==> src/hdl/gtj_pkg.sv <==
// Package for the greedy text justifier: shared constants and the divider
// request and result structs. No dependencies.
package gtj_pkg;

   localparam int MAX_WIDTH_DEF = 32;
   localparam int CHAR_W = 8;
   localparam int CSR_W = 6;
   localparam int DIV_W = 6;
   localparam logic [CHAR_W-1:0] SPACE_CHAR = 8'd32;
   localparam logic [CSR_W-1:0] WIDTH_RESET = 6'd16;

   typedef struct packed {
      logic             start;
      logic [DIV_W-1:0] num;
      logic [DIV_W-1:0] den;
   } div_req_type;

   typedef struct packed {
      logic             done;
      logic [DIV_W-1:0] quo;
      logic [DIV_W-1:0] rem;
   } div_rsp_type;

endpackage

==> src/hdl/gtj_divider.sv <==
// Restoring divider, one quotient bit per cycle, used to split gap spaces.
// Depends on gtj_pkg.
module gtj_divider (
   input  logic                 clock,
   input  logic                 reset,
   input  gtj_pkg::div_req_type req,
   output gtj_pkg::div_rsp_type rsp
);
   localparam int W = gtj_pkg::DIV_W;
   localparam int NW = $clog2(W + 1);

   logic [W-1:0]  rem_ff;
   logic [W-1:0]  quo_ff;
   logic [W-1:0]  den_ff;
   logic [NW-1:0] cnt_ff;
   logic          busy_ff;
   logic          done_ff;
   logic [W:0]    trial;

   assign trial = {rem_ff, quo_ff[W-1]};

   always_ff @(posedge clock) begin
      if (reset) begin
         busy_ff <= 1'b0;
         done_ff <= 1'b0;
         cnt_ff <= '0;
      end else begin
         done_ff <= 1'b0;
         if (req.start) begin
            rem_ff <= '0;
            quo_ff <= req.num;
            den_ff <= req.den;
            cnt_ff <= NW'(W);
            busy_ff <= 1'b1;
         end else if (busy_ff) begin
            if (trial >= {1'b0, den_ff}) begin
               rem_ff <= W'(trial - {1'b0, den_ff});
               quo_ff <= {quo_ff[W-2:0], 1'b1};
            end else begin
               rem_ff <= trial[W-1:0];
               quo_ff <= {quo_ff[W-2:0], 1'b0};
            end
            cnt_ff <= cnt_ff - NW'(1);
            if (cnt_ff == NW'(1)) begin
               busy_ff <= 1'b0;
               done_ff <= 1'b1;
            end
         end
      end
   end

   assign rsp.done = done_ff;
   assign rsp.quo = quo_ff;
   assign rsp.rem = rem_ff;

endmodule

==> src/hdl/greedy_text_justifier_unit.sv <==
// Top level of the greedy text justifier: word and line memories, sequencer
// and output register. Depends on gtj_pkg and gtj_divider.

// Characters are taken one per transaction while the block is idle. A word
// end copies the word into the line memory one character at a time and then
// updates the line counts; a line that must go out first is emitted before
// the copy: the divider splits the spaces when its gaps are justified, each
// letter takes a line memory read and an output, each space an output, and
// the rest of the line is padding. The line memory read port and the single
// output register set this pacing; a stalled output holds the sequencer.
module greedy_text_justifier_unit #(
   parameter int MAX_WIDTH = gtj_pkg::MAX_WIDTH_DEF
) (
   input  logic        clock,
   input  logic        reset,
   input  logic        req_tvalid,
   output logic        req_tready,
   input  logic [7:0]  req_tdata,   // char_code
   input  logic        req_tlast,   // word_end
   input  logic        req_tuser,   // text_end
   output logic        rsp_tvalid,
   input  logic        rsp_tready,
   output logic [7:0]  rsp_tdata,   // out_char
   output logic        rsp_tlast,   // line_end
   output logic [2:0]  rsp_tuser,   // text_done, truncated, burst_end
   input  logic        csr_we,
   input  logic [5:0]  csr_wdata
);
   localparam int AW = $clog2(MAX_WIDTH);
   localparam int CW = $clog2(MAX_WIDTH + 1);
   localparam int DW = gtj_pkg::DIV_W;

   typedef enum logic [2:0] {
      S_IDLE, S_DIV, S_LREAD, S_LDATA, S_SPACE, S_PAD, S_COPY, S_CEND
   } state_type;

   state_type state_ff;
   logic [5:0]    width_ff;
   logic [CW-1:0] wlen_ff, letters_ff, words_ff, len_ff, cidx_ff;
   logic [CW-1:0] pos_ff, idx_ff, wnum_ff, sp_ff, base_ff, extra_ff;
   logic          wov_ff, lov_ff, te_ff, final_ff;
   logic          pend_ff, pend_mark_ff;
   logic [AW-1:0] pend_addr_ff;

   logic [7:0] word_mem [MAX_WIDTH];
   logic [8:0] line_mem [MAX_WIDTH];
   logic [7:0] word_rd_ff;
   logic [8:0] line_rd_ff;

   logic       rsp_valid_ff, rsp_last_ff, rsp_done_ff, rsp_trunc_ff, rsp_burst_ff;
   logic [7:0] rsp_char_ff;

   gtj_pkg::div_req_type div_req;
   gtj_pkg::div_rsp_type div_rsp;

   logic [CW-1:0] w, gaps_c, wl_new, len_c;
   logic          accept, we, wfits, ov_new, just_c, need_emit, slot_free, last_c;
   logic [CW+1:0] fit_sum;

   always_comb begin
      if (width_ff == 6'd0) w = CW'(1);
      else if (width_ff > 6'(MAX_WIDTH)) w = CW'(MAX_WIDTH);
      else w = width_ff[CW-1:0];
   end

   assign req_tready = (state_ff == S_IDLE);
   assign accept = req_tvalid && req_tready;
   assign we = req_tlast || req_tuser;
   assign wfits = wlen_ff < w;
   assign wl_new = wfits ? wlen_ff + CW'(1) : wlen_ff;
   assign ov_new = wov_ff || !wfits;
   assign len_c = (wl_new > w) ? w : wl_new;
   assign gaps_c = (words_ff == '0) ? '0 : words_ff - CW'(1);
   assign just_c = (gaps_c != '0) &&
                   ({1'b0, letters_ff} + {1'b0, gaps_c} <= {1'b0, w});
   assign fit_sum = (CW+2)'(letters_ff) + (CW+2)'(words_ff) + (CW+2)'(len_c);
   assign need_emit = (words_ff != '0) && (fit_sum > (CW+2)'(w));
   assign slot_free = !rsp_valid_ff || rsp_tready;
   assign last_c = (pos_ff == w - CW'(1));

   assign div_req.start = accept && we && need_emit && just_c;
   assign div_req.num = DW'(w - letters_ff);
   assign div_req.den = DW'(gaps_c);

   gtj_divider u_div (
      .clock (clock),
      .reset (reset),
      .req   (div_req),
      .rsp   (div_rsp)
   );

   // Word memory: written on accept while the word fits, read during the copy.
   always_ff @(posedge clock) begin
      if (accept && wfits) word_mem[wlen_ff[AW-1:0]] <= req_tdata;
      if (state_ff == S_COPY) word_rd_ff <= word_mem[cidx_ff[AW-1:0]];
   end

   // Line memory: written in the cycle after each word read, read by the emitter.
   always_ff @(posedge clock) begin
      if (pend_ff) line_mem[pend_addr_ff] <= {pend_mark_ff, word_rd_ff};
      if (state_ff == S_LREAD && idx_ff < letters_ff)
         line_rd_ff <= line_mem[idx_ff[AW-1:0]];
   end

   always_ff @(posedge clock) begin
      logic put;
      logic [7:0] ch;
      put = 1'b0;
      ch = gtj_pkg::SPACE_CHAR;
      if (reset) begin
         state_ff <= S_IDLE;
         width_ff <= gtj_pkg::WIDTH_RESET;
         wlen_ff <= '0;
         wov_ff <= 1'b0;
         letters_ff <= '0;
         words_ff <= '0;
         lov_ff <= 1'b0;
         pend_ff <= 1'b0;
         rsp_valid_ff <= 1'b0;
      end else begin
         if (csr_we) width_ff <= csr_wdata;
         pend_ff <= 1'b0;
         if (rsp_tready) rsp_valid_ff <= 1'b0;
         case (state_ff)
            S_IDLE: begin
               if (accept) begin
                  if (!we) begin
                     wlen_ff <= wl_new;
                     wov_ff <= ov_new;
                  end else begin
                     len_ff <= len_c;
                     wov_ff <= ov_new || (wl_new > w);
                     te_ff <= req_tuser;
                     cidx_ff <= '0;
                     pos_ff <= '0;
                     idx_ff <= '0;
                     wnum_ff <= '0;
                     final_ff <= 1'b0;
                     base_ff <= CW'(1);
                     extra_ff <= '0;
                     if (!need_emit) state_ff <= S_COPY;
                     else if (just_c) state_ff <= S_DIV;
                     else state_ff <= S_LREAD;
                  end
               end
            end
            S_DIV: begin
               if (div_rsp.done) begin
                  base_ff <= CW'(div_rsp.quo);
                  extra_ff <= CW'(div_rsp.rem);
                  state_ff <= S_LREAD;
               end
            end
            S_LREAD: begin
               state_ff <= (idx_ff < letters_ff) ? S_LDATA : S_PAD;
            end
            S_LDATA: begin
               if (slot_free) begin
                  put = 1'b1;
                  ch = line_rd_ff[7:0];
                  idx_ff <= idx_ff + CW'(1);
                  if (line_rd_ff[8]) wnum_ff <= wnum_ff + CW'(1);
                  if (line_rd_ff[8] && wnum_ff < gaps_c) begin
                     sp_ff <= base_ff + ((wnum_ff < extra_ff) ? CW'(1) : CW'(0));
                     state_ff <= S_SPACE;
                  end else begin
                     state_ff <= S_LREAD;
                  end
               end
            end
            S_SPACE: begin
               if (slot_free) begin
                  put = 1'b1;
                  sp_ff <= sp_ff - CW'(1);
                  if (sp_ff == CW'(1)) state_ff <= S_LREAD;
               end
            end
            S_PAD: begin
               if (slot_free) put = 1'b1;
            end
            S_COPY: begin
               pend_ff <= 1'b1;
               pend_addr_ff <= AW'(letters_ff + cidx_ff);
               pend_mark_ff <= (cidx_ff == len_ff - CW'(1));
               cidx_ff <= cidx_ff + CW'(1);
               if (cidx_ff == len_ff - CW'(1)) state_ff <= S_CEND;
            end
            S_CEND: begin
               letters_ff <= letters_ff + len_ff;
               words_ff <= words_ff + CW'(1);
               lov_ff <= lov_ff || wov_ff;
               wlen_ff <= '0;
               wov_ff <= 1'b0;
               if (te_ff) begin
                  final_ff <= 1'b1;
                  base_ff <= CW'(1);
                  extra_ff <= '0;
                  pos_ff <= '0;
                  idx_ff <= '0;
                  wnum_ff <= '0;
                  state_ff <= S_LREAD;
               end else begin
                  state_ff <= S_IDLE;
               end
            end
            default: state_ff <= S_IDLE;
         endcase
         if (put) begin
            rsp_valid_ff <= 1'b1;
            rsp_char_ff <= ch;
            rsp_last_ff <= last_c;
            rsp_done_ff <= last_c && final_ff;
            rsp_trunc_ff <= lov_ff;
            rsp_burst_ff <= last_c && (final_ff || !te_ff);
            pos_ff <= pos_ff + CW'(1);
            if (last_c) begin
               letters_ff <= '0;
               words_ff <= '0;
               lov_ff <= 1'b0;
               cidx_ff <= '0;
               state_ff <= final_ff ? S_IDLE : S_COPY;
            end
         end
      end
   end

   assign rsp_tvalid = rsp_valid_ff;
   assign rsp_tdata = rsp_char_ff;
   assign rsp_tlast = rsp_last_ff;
   assign rsp_tuser = {rsp_burst_ff, rsp_trunc_ff, rsp_done_ff};

   a_done_ends_burst: assert property (@(posedge clock) disable iff (reset)
      rsp_tvalid && rsp_tuser[0] |-> rsp_tlast && rsp_tuser[2])
      else $error("text_done without line and burst end");

   a_letters_bound: assert property (@(posedge clock) disable iff (reset)
      letters_ff <= CW'(MAX_WIDTH))
      else $error("line letter count beyond capacity");

   a_pos_in_line: assert property (@(posedge clock) disable iff (reset)
      (state_ff == S_LDATA || state_ff == S_SPACE || state_ff == S_PAD) |-> pos_ff < w)
      else $error("emit position past line width");

endmodule
==> config.mk <==
export PLATFORM = sky130hd
export DESIGN_NAME = greedy_text_justifier_unit
export DESIGN_NICKNAME = d
export VERILOG_FILES = /design/src/hdl/gtj_pkg.sv /design/src/hdl/gtj_divider.sv /design/src/hdl/greedy_text_justifier_unit.sv
export SDC_FILE = /design/constraint.sdc
export NUM_CORES = 1
export LEC_CHECK = 0
export BUFFER_PORTS_ARGS = -buffer_cell sky130_fd_sc_hd__buf_2
export CORE_MARGIN = 2
export CORE_UTILIZATION = 30
export DETAILED_ROUTE_END_ITERATION = 6
export PLACE_DENSITY_LB_ADDON = 0.25
export SLEW_MARGIN = 30
export SYNTH_ARGS = -nofsm -noshare
export SYNTH_HDL_FRONTEND = slang
export SYNTH_SLANG_ARGS = --single-unit
==> constraint.sdc <==
create_clock -name clock -period 18 [get_ports clock]
set_clock_uncertainty 0.2 [all_clocks]
set_input_delay 2.7 -clock clock [delete_from_list [all_inputs] [get_ports clock]]
set_output_delay 2.7 -clock clock [all_outputs]
set_load 0.01 [all_outputs]
==> results.sh, run 1 <==
export IMPL_status="finished, final reports clean"
export IMPL_max_cap_viol_count=0
export IMPL_layout_drive_gt1_share_pct=21.6
export IMPL_synth_cell_area_um2=29700
export IMPL_clk_pin_slew_worst_paths_ps=60
export IMPL_die_h_um=319
export IMPL_critPathMaxStageDelay_ps=700
export IMPL_worst_path_max_fanout=22
export IMPL_first_pass_iters=5
export IMPL_stdcell_count=3147
export IMPL_antenna_found_initial=4
export IMPL_dieWidth_um=319
export IMPL_synth_edf_count=647
export IMPL_syn_inst=1732
export IMPL_endpoint_kind="register"
export IMPL_max_clock_freq_mhz=118
export IMPL_viasPerCell=4.95
export IMPL_worstSetupStartpointType="register"
export IMPL_final_area_um2=34000
export IMPL_io_pins=35
export IMPL_cts_tree="built"
export IMPL_wirelength_mm=69.3
export IMPL_timing_final_crit_share_pct=47.2
export IMPL_yosysMostFrequentCell="edfxtp_1"
export IMPL_fillers=9251
export IMPL_final_hold_viol_count=0
export IMPL_path_delay_family="compound AO/OA/AOI/OAI gates"
export IMPL_synthArstFlopShare_pct=0
export IMPL_ctsHoldBuffers=0
export IMPL_ff2ff_setup_slack_ps=9500
export IMPL_rsz0062_at_grt="false"
export IMPL_ctsHtreeMaxLevel=3
export IMPL_ctsResizeCount=0
export IMPL_ys_flop_type="edfxtp_1"
export IMPL_place_congestion=0.830
export IMPL_final_util_pct=34.6
export IMPL_initial_core_util_pct=30.3
export IMPL_drt_iter0_drc=1249
export IMPL_yosys_warnings=0
export IMPL_hold_path_class="reg -> reg"
export IMPL_diodes=0
export IMPL_cts_path_max_buffers=3
export IMPL_seq_area_frac_synth_pct=67.8
export IMPL_rows=115
export IMPL_worst_ep_required_time_ps=18060
export IMPL_vias=15581
export IMPL_ys_top_cells_by_count="edfxtp_1 (647), mux4_2 (170), nor2_1 (138), ha_1 (87), inv_1 (70)"
export IMPL_ant_nets=0
export IMPL_synth_area_per_cell_um2=17.2
export IMPL_drv_slew=0
export IMPL_hpwl_mm=46.3
export IMPL_synth_top_cell_area_share_pct=65.3
export IMPL_clk_insertion_delay_late_ps=630
export IMPL_route_detailed_drc=0
export IMPL_relSlewSlack_pct=33.8
export IMPL_syn_num_nets=1852
export IMPL_postPlaceCellArea_um2=31500
export IMPL_clock_sinks=683
export IMPL_synth_seq_cells=683
export IMPL_grt_overflow=0
export IMPL_cp_slowest_cell="a21oi_1"
export IMPL_dp_cells=3013
export IMPL_die_area_um2=102000
export IMPL_power_uw=3880
export IMPL_tightest_slew_ps=990
export IMPL_numCtsBuffers=74
export IMPL_yosys_area_top_type="edfxtp_1"
export IMPL_track_usage_pct=13.7
export IMPL_grt_pass1_wl_mm=105
export IMPL_io_buffers=34
export IMPL_peakVddDrop_uv=72.0
export IMPL_finalSetupViolations=0
export IMPL_crit_buf_inv=4
export IMPL_root_buffer="clkbuf_16"
export IMPL_setup_tns_ps=0
export IMPL_wl_per_cell_um=22.0
export IMPL_core_area_um2=98300
export IMPL_criticalPathCategory="reg -> reg"
export IMPL_crit_arrival_ps=8560
export IMPL_fin_nets=1923
export IMPL_post_cts_repair_setup_buffers=0
export IMPL_leakage_uw=0.0112
export IMPL_area_growth_pct=14.2
export IMPL_fin_crit_ps=8500
export IMPL_synth_cell_types=66
export IMPL_grt_pass1_vias=16181
export IMPL_p_per_area_nw_per_um2=114
export IMPL_grt_max_degree=68
export IMPL_netlist_top_cells_area="edfxtp_1 (65%), mux4_2 (13%), ha_1 (3.7%), dfxtp_1 (2.4%), nor2_1 (1.7%)"
area by class of cell:
| type | count | area (um2) | share of cell area, % |
|---|---|---|---|
| clock buffers | 91 | 1940 | 5.70 |
| clock inverters | 42 | 437 | 1.29 |
| inverters | 72 | 270 | 0.796 |
| multi-input cells | 903 | 9030 | 26.6 |
| flip-flops and latches | 683 | 20100 | 59.3 |
| well taps | 1287 | 1610 | 4.74 |
| repair buffers | 69 | 520 | 1.53 |
report_power, final:
part	internal (uW)	switching [uW]	total, uW	leakage, uW
Sequential	1800	48.3	1850	0.00613
Combinational	244	306	550	0.00392
Clock	848	638	1490	0.00114
routing by layer:
metal	global-route usage [%]	share of wire (%)	vias up
met5	0	0.016	-
met4	3.70	2.3	2
met3	2.86	5.0	104
met2	21.8	47	361
met1	19.0	46	8125
li1	-	-	6989
through the flow:
| step | hold slack, ps | setup slack [ps] |
|---|---|---|
| 2_1_floorplan | 209 | 10530 |
| 3_3_place_gp | 251 | 9400 |
| 3_5_place_dp | 266 | 9110 |
| 4_1_cts | 284 | 9060 |
| 5_1_grt | 319 | 8830 |
| 6_report | 284 | 9500 |
logic make-up (layout without fill, tap and decap cells):
| kind of cell | Yosys count | in the layout | share of synthesized area (%) |
|---|---|---|---|
| adders and majority gates | 99 | 99 | 4.47 |
| muxes | 206 | 206 | 14.2 |
| and+or+nand+nor | 360 | 360 | 5.82 |
| DFF | 683 | 683 | 67.8 |
| buffers and inverters | 146 | 274 | 2.00 |
| AOI/OAI and AO/OA | 175 | 175 | 3.90 |
| xor gates and xnor gates | 63 | 63 | 1.86 |
cell usage in the layout, fill, tap and decap left out, types with 10 or more instances in the layout:
cell type    n
a21o_1      16
a21oi_1     52
and3_1      22
buf_2       34
buf_4       23
clkbuf_1    16
clkbuf_16   75
clkinv_1    12
clkinv_2    11
dfxtp_1     36
edfxtp_1   647
fa_1        12
ha_1        87
inv_1       70
mux2_2      24
mux2i_1     12
mux4_2     170
nand2_1     58
nand2b_1    10
nand3_1     31
nand4_1     11
nor2_1     126
nor2_2      12
nor2b_1     15
nor3_1      22
o21ai_0     34
or3_1       10
xnor2_1     36
xor2_1      27
worst reg2reg max path: cells and delay by family, from the launching register on:
kind	cells	cell delay (ps)
adders and majority gates	6	2080
DFF	1	560
muxes	1	440
buffers and inverters	4	610
AOI/OAI and AO/OA	13	3360
xor gates and xnor gates	1	160
and+or+nand+nor	4	720
registers in the layout, summed over array words and instances, names as in the netlist, 8 cells and up:
signal / cells
word_mem: 256
line_mem: 288
word_rd_ff: 8
rsp_tdata: 8
line_rd_ff: 9
final timing paths:
path,end,depth (start not counted),start
worst min register to register,u_div.done_ff,1,u_div.cnt_ff[2]
worst max-delay path,u_div.quo_ff[2],29,width_ff[5]
worst max register to register,u_div.quo_ff[2],29,width_ff[5]
worst min-delay path,u_div.done_ff,1,u_div.cnt_ff[2]
Note: power is estimated with default switching activity, not from simulation.
==> inputs of run 2 (changes only) <==
Clock period 18 ns to 8 ns, I/O delays scaled along.
==> run 2 against run 1 <==
- worst setup slack worse by 8800 ps
- clock-buffer cell count down 2
- die area unchanged
- utilization up 0.070 points
- highest routed layer unchanged
- combinational power up 130%
- flip-flop and latch count unchanged
- first-iteration DRC count down 0.16%
==> results.sh, run 2 (synthesis gave the netlist of run 1 again) <==
export IMPL_clk_pin_slew_worst_paths_ps=50
export IMPL_first_pass_iters=5
export IMPL_grt_pass1_wl_mm=105
export IMPL_rr_worst_depth=29
export IMPL_wl_met2_mm=32.4
export IMPL_max_cap_viol_count=0
export IMPL_switching_power_uw=2210
export IMPL_criticalPathCategory="reg -> reg"
export IMPL_dieWidth_um=319
export IMPL_wl_per_cell_um=21.9
export IMPL_numCtsBuffers=75
export IMPL_largest_register="line_mem"
export IMPL_setup_tns_ps=0
export IMPL_place_congestion=0.811
export IMPL_final_cell_mix="edfxtp_1 (647), mux4_2 (170), nor2_1 (126)"
export IMPL_rsz0062_at_grt="false"
export IMPL_core_area_um2=98300
export IMPL_peakVddDrop_uv=158
export IMPL_grt_pass1_vias=16038
export IMPL_largest_reg_flops=288
export IMPL_grt_max_degree=77
export IMPL_area_growth_pct=14.4
export IMPL_rows=115
export IMPL_wirelength_mm=68.9
export IMPL_hold_path_class="reg -> reg"
export IMPL_io_buffers=34
export IMPL_clock_sinks=683
export IMPL_final_common_cell="edfxtp_1"
export IMPL_ctsHoldBuffers=0
export IMPL_p_per_area_nw_per_um2=258
export IMPL_track_usage_pct=13.6
export IMPL_fin_crit_ps=7250
export IMPL_timing_final_crit_share_pct=90.6
export IMPL_layout_drive_gt1_share_pct=21.8
export IMPL_die_area_um2=102000
export IMPL_worstSetupStartpointType="register"
export IMPL_wl_met1_mm=31.7
export IMPL_endpoint_kind="register"
export IMPL_ff2ff_setup_slack_ps=750
export IMPL_drt_iter0_drc=1247
export IMPL_status="finished, final reports clean"
export IMPL_switching_share_pct=25.1
export IMPL_post_cts_repair_setup_buffers=0
export IMPL_min_path_cells=1
export IMPL_crit_path_end="u_div.den_ff[4]"
export IMPL_drv_slew=0
export IMPL_dr_max_layer_used="met5"
export IMPL_ctsHtreeMaxLevel=3
export IMPL_clk_insertion_delay_late_ps=640
export IMPL_worst_path_max_fanout=21
export IMPL_ant_nets=0
export IMPL_power_share_clock_pct=38.6
export IMPL_final_hold_viol_count=0
export IMPL_ctsResizeCount=0
export IMPL_crit_arrival_ps=7310
export IMPL_p_int_uw=6570
export IMPL_tightest_slew_ps=990
export IMPL_grt_overflow=0
export IMPL_relSlewSlack_pct=33.8
export IMPL_crit_start="width_ff[5]"
export IMPL_combPwrFrac_pct=14.1
export IMPL_pwr_share_seq_pct=47.3
export IMPL_vias=15506
export IMPL_initial_core_util_pct=30.3
export IMPL_hpwl_mm=45.9
export IMPL_viasPerCell=4.92
export IMPL_r2r_end="u_div.den_ff[4]"
export IMPL_route_met3_wl_mm=3.43
export IMPL_cts_path_max_buffers=3
export IMPL_cp_slowest_cell="fa_1"
export IMPL_fin_nets=1929
export IMPL_route_detailed_drc=0
export IMPL_io_pins=35
export IMPL_max_clock_freq_mhz=138
export IMPL_worst_ep_required_time_ps=8070
export IMPL_r2r_start="width_ff[5]"
export IMPL_die_h_um=319
export IMPL_root_buffer="clkbuf_16"
export IMPL_power_uw=8770
export IMPL_leakage_uw=0.0113
export IMPL_critPathMaxStageDelay_ps=490
export IMPL_finalSetupViolations=0
export IMPL_cts_tree="built"
export IMPL_antenna_found_initial=4
-- run 2: cell types whose count changed in the layout (fill, tap and decap cells not counted), sizes merged --
| cell | change |
|---|---|
| clkinv | +5 |
| bufinv | +2 |
| buf | +5 |
| clkinvlp | -6 |
| clkbuf | -2 |
| diode | +2 |
-- run 2: area by class of cell --
class	count	area (um2)
clock buffers	89	1940
flip-flops and latches	683	20100
fillers	9212	64200
inverters	72	270
multi-input cells	903	9030
well taps	1287	1610
clock inverters	43	460
repair buffers	74	562
diodes	2	5.00
-- run 2: critical path: cells and delay by family (launching register included) --
| family | cells | cell delay [ps] |
|---|---|---|
| adder cells (fa/ha/maj) | 6 | 2040 |
| XOR/XNOR | 1 | 150 |
| multiplexers | 1 | 300 |
| flip-flops | 1 | 330 |
| buffers and inverters | 4 | 510 |
| AO/OA/AOI/OAI | 11 | 1940 |
| AND/OR/NAND/NOR | 6 | 1390 |
-- run 2: worst min path at each step --
stage	from	end	slack, ps
final	u_div.cnt_ff[2]	u_div.done_ff	280
after global routing	u_div.cnt_ff[2]	u_div.done_ff	300
after CTS	u_div.cnt_ff[2]	u_div.done_ff	270
after detailed placement	u_div.cnt_ff[2]	u_div.done_ff	260
after global placement	u_div.cnt_ff[2]	u_div.done_ff	250
after floorplan	lov_ff	rsp_trunc_ff	210
-- run 2: power by group through the flow --
| stage | Combinational (uW) | Sequential, uW | Clock, uW |
|---|---|---|---|
| global route | 1350 | 4160 | 3610 |
| floorplan | 869 | 4180 | 0 |
| global placement | 1220 | 4240 | 0 |
| CTS | 1260 | 4150 | 3480 |
| detailed placement | 1260 | 4230 | 0 |
| finish | 1240 | 4150 | 3390 |
-- run 2: per-stage QoR --
step	instance area [um2]	utilization, %	std cells	setup slack (ps)	hold WS, ps
CTS	34000	34.6	3149	786	274
detailed placement	31600	32.1	3017	801	265
floorplan	29700	-	1732	526	209
global placement	31400	32.0	3008	496	254
finish	34000	34.6	3153	753	279
global route	34000	34.6	3152	278	302
-- run 2: routing by layer --
| layer | GRT usage [%] | vias up |
|---|---|---|
| li1 | - | 7023 |
| met1 | 19.1 | 8049 |
| met2 | 21.9 | 341 |
| met3 | 2.63 | 87 |
| met4 | 3.32 | 6 |
| met5 | 0 | - |
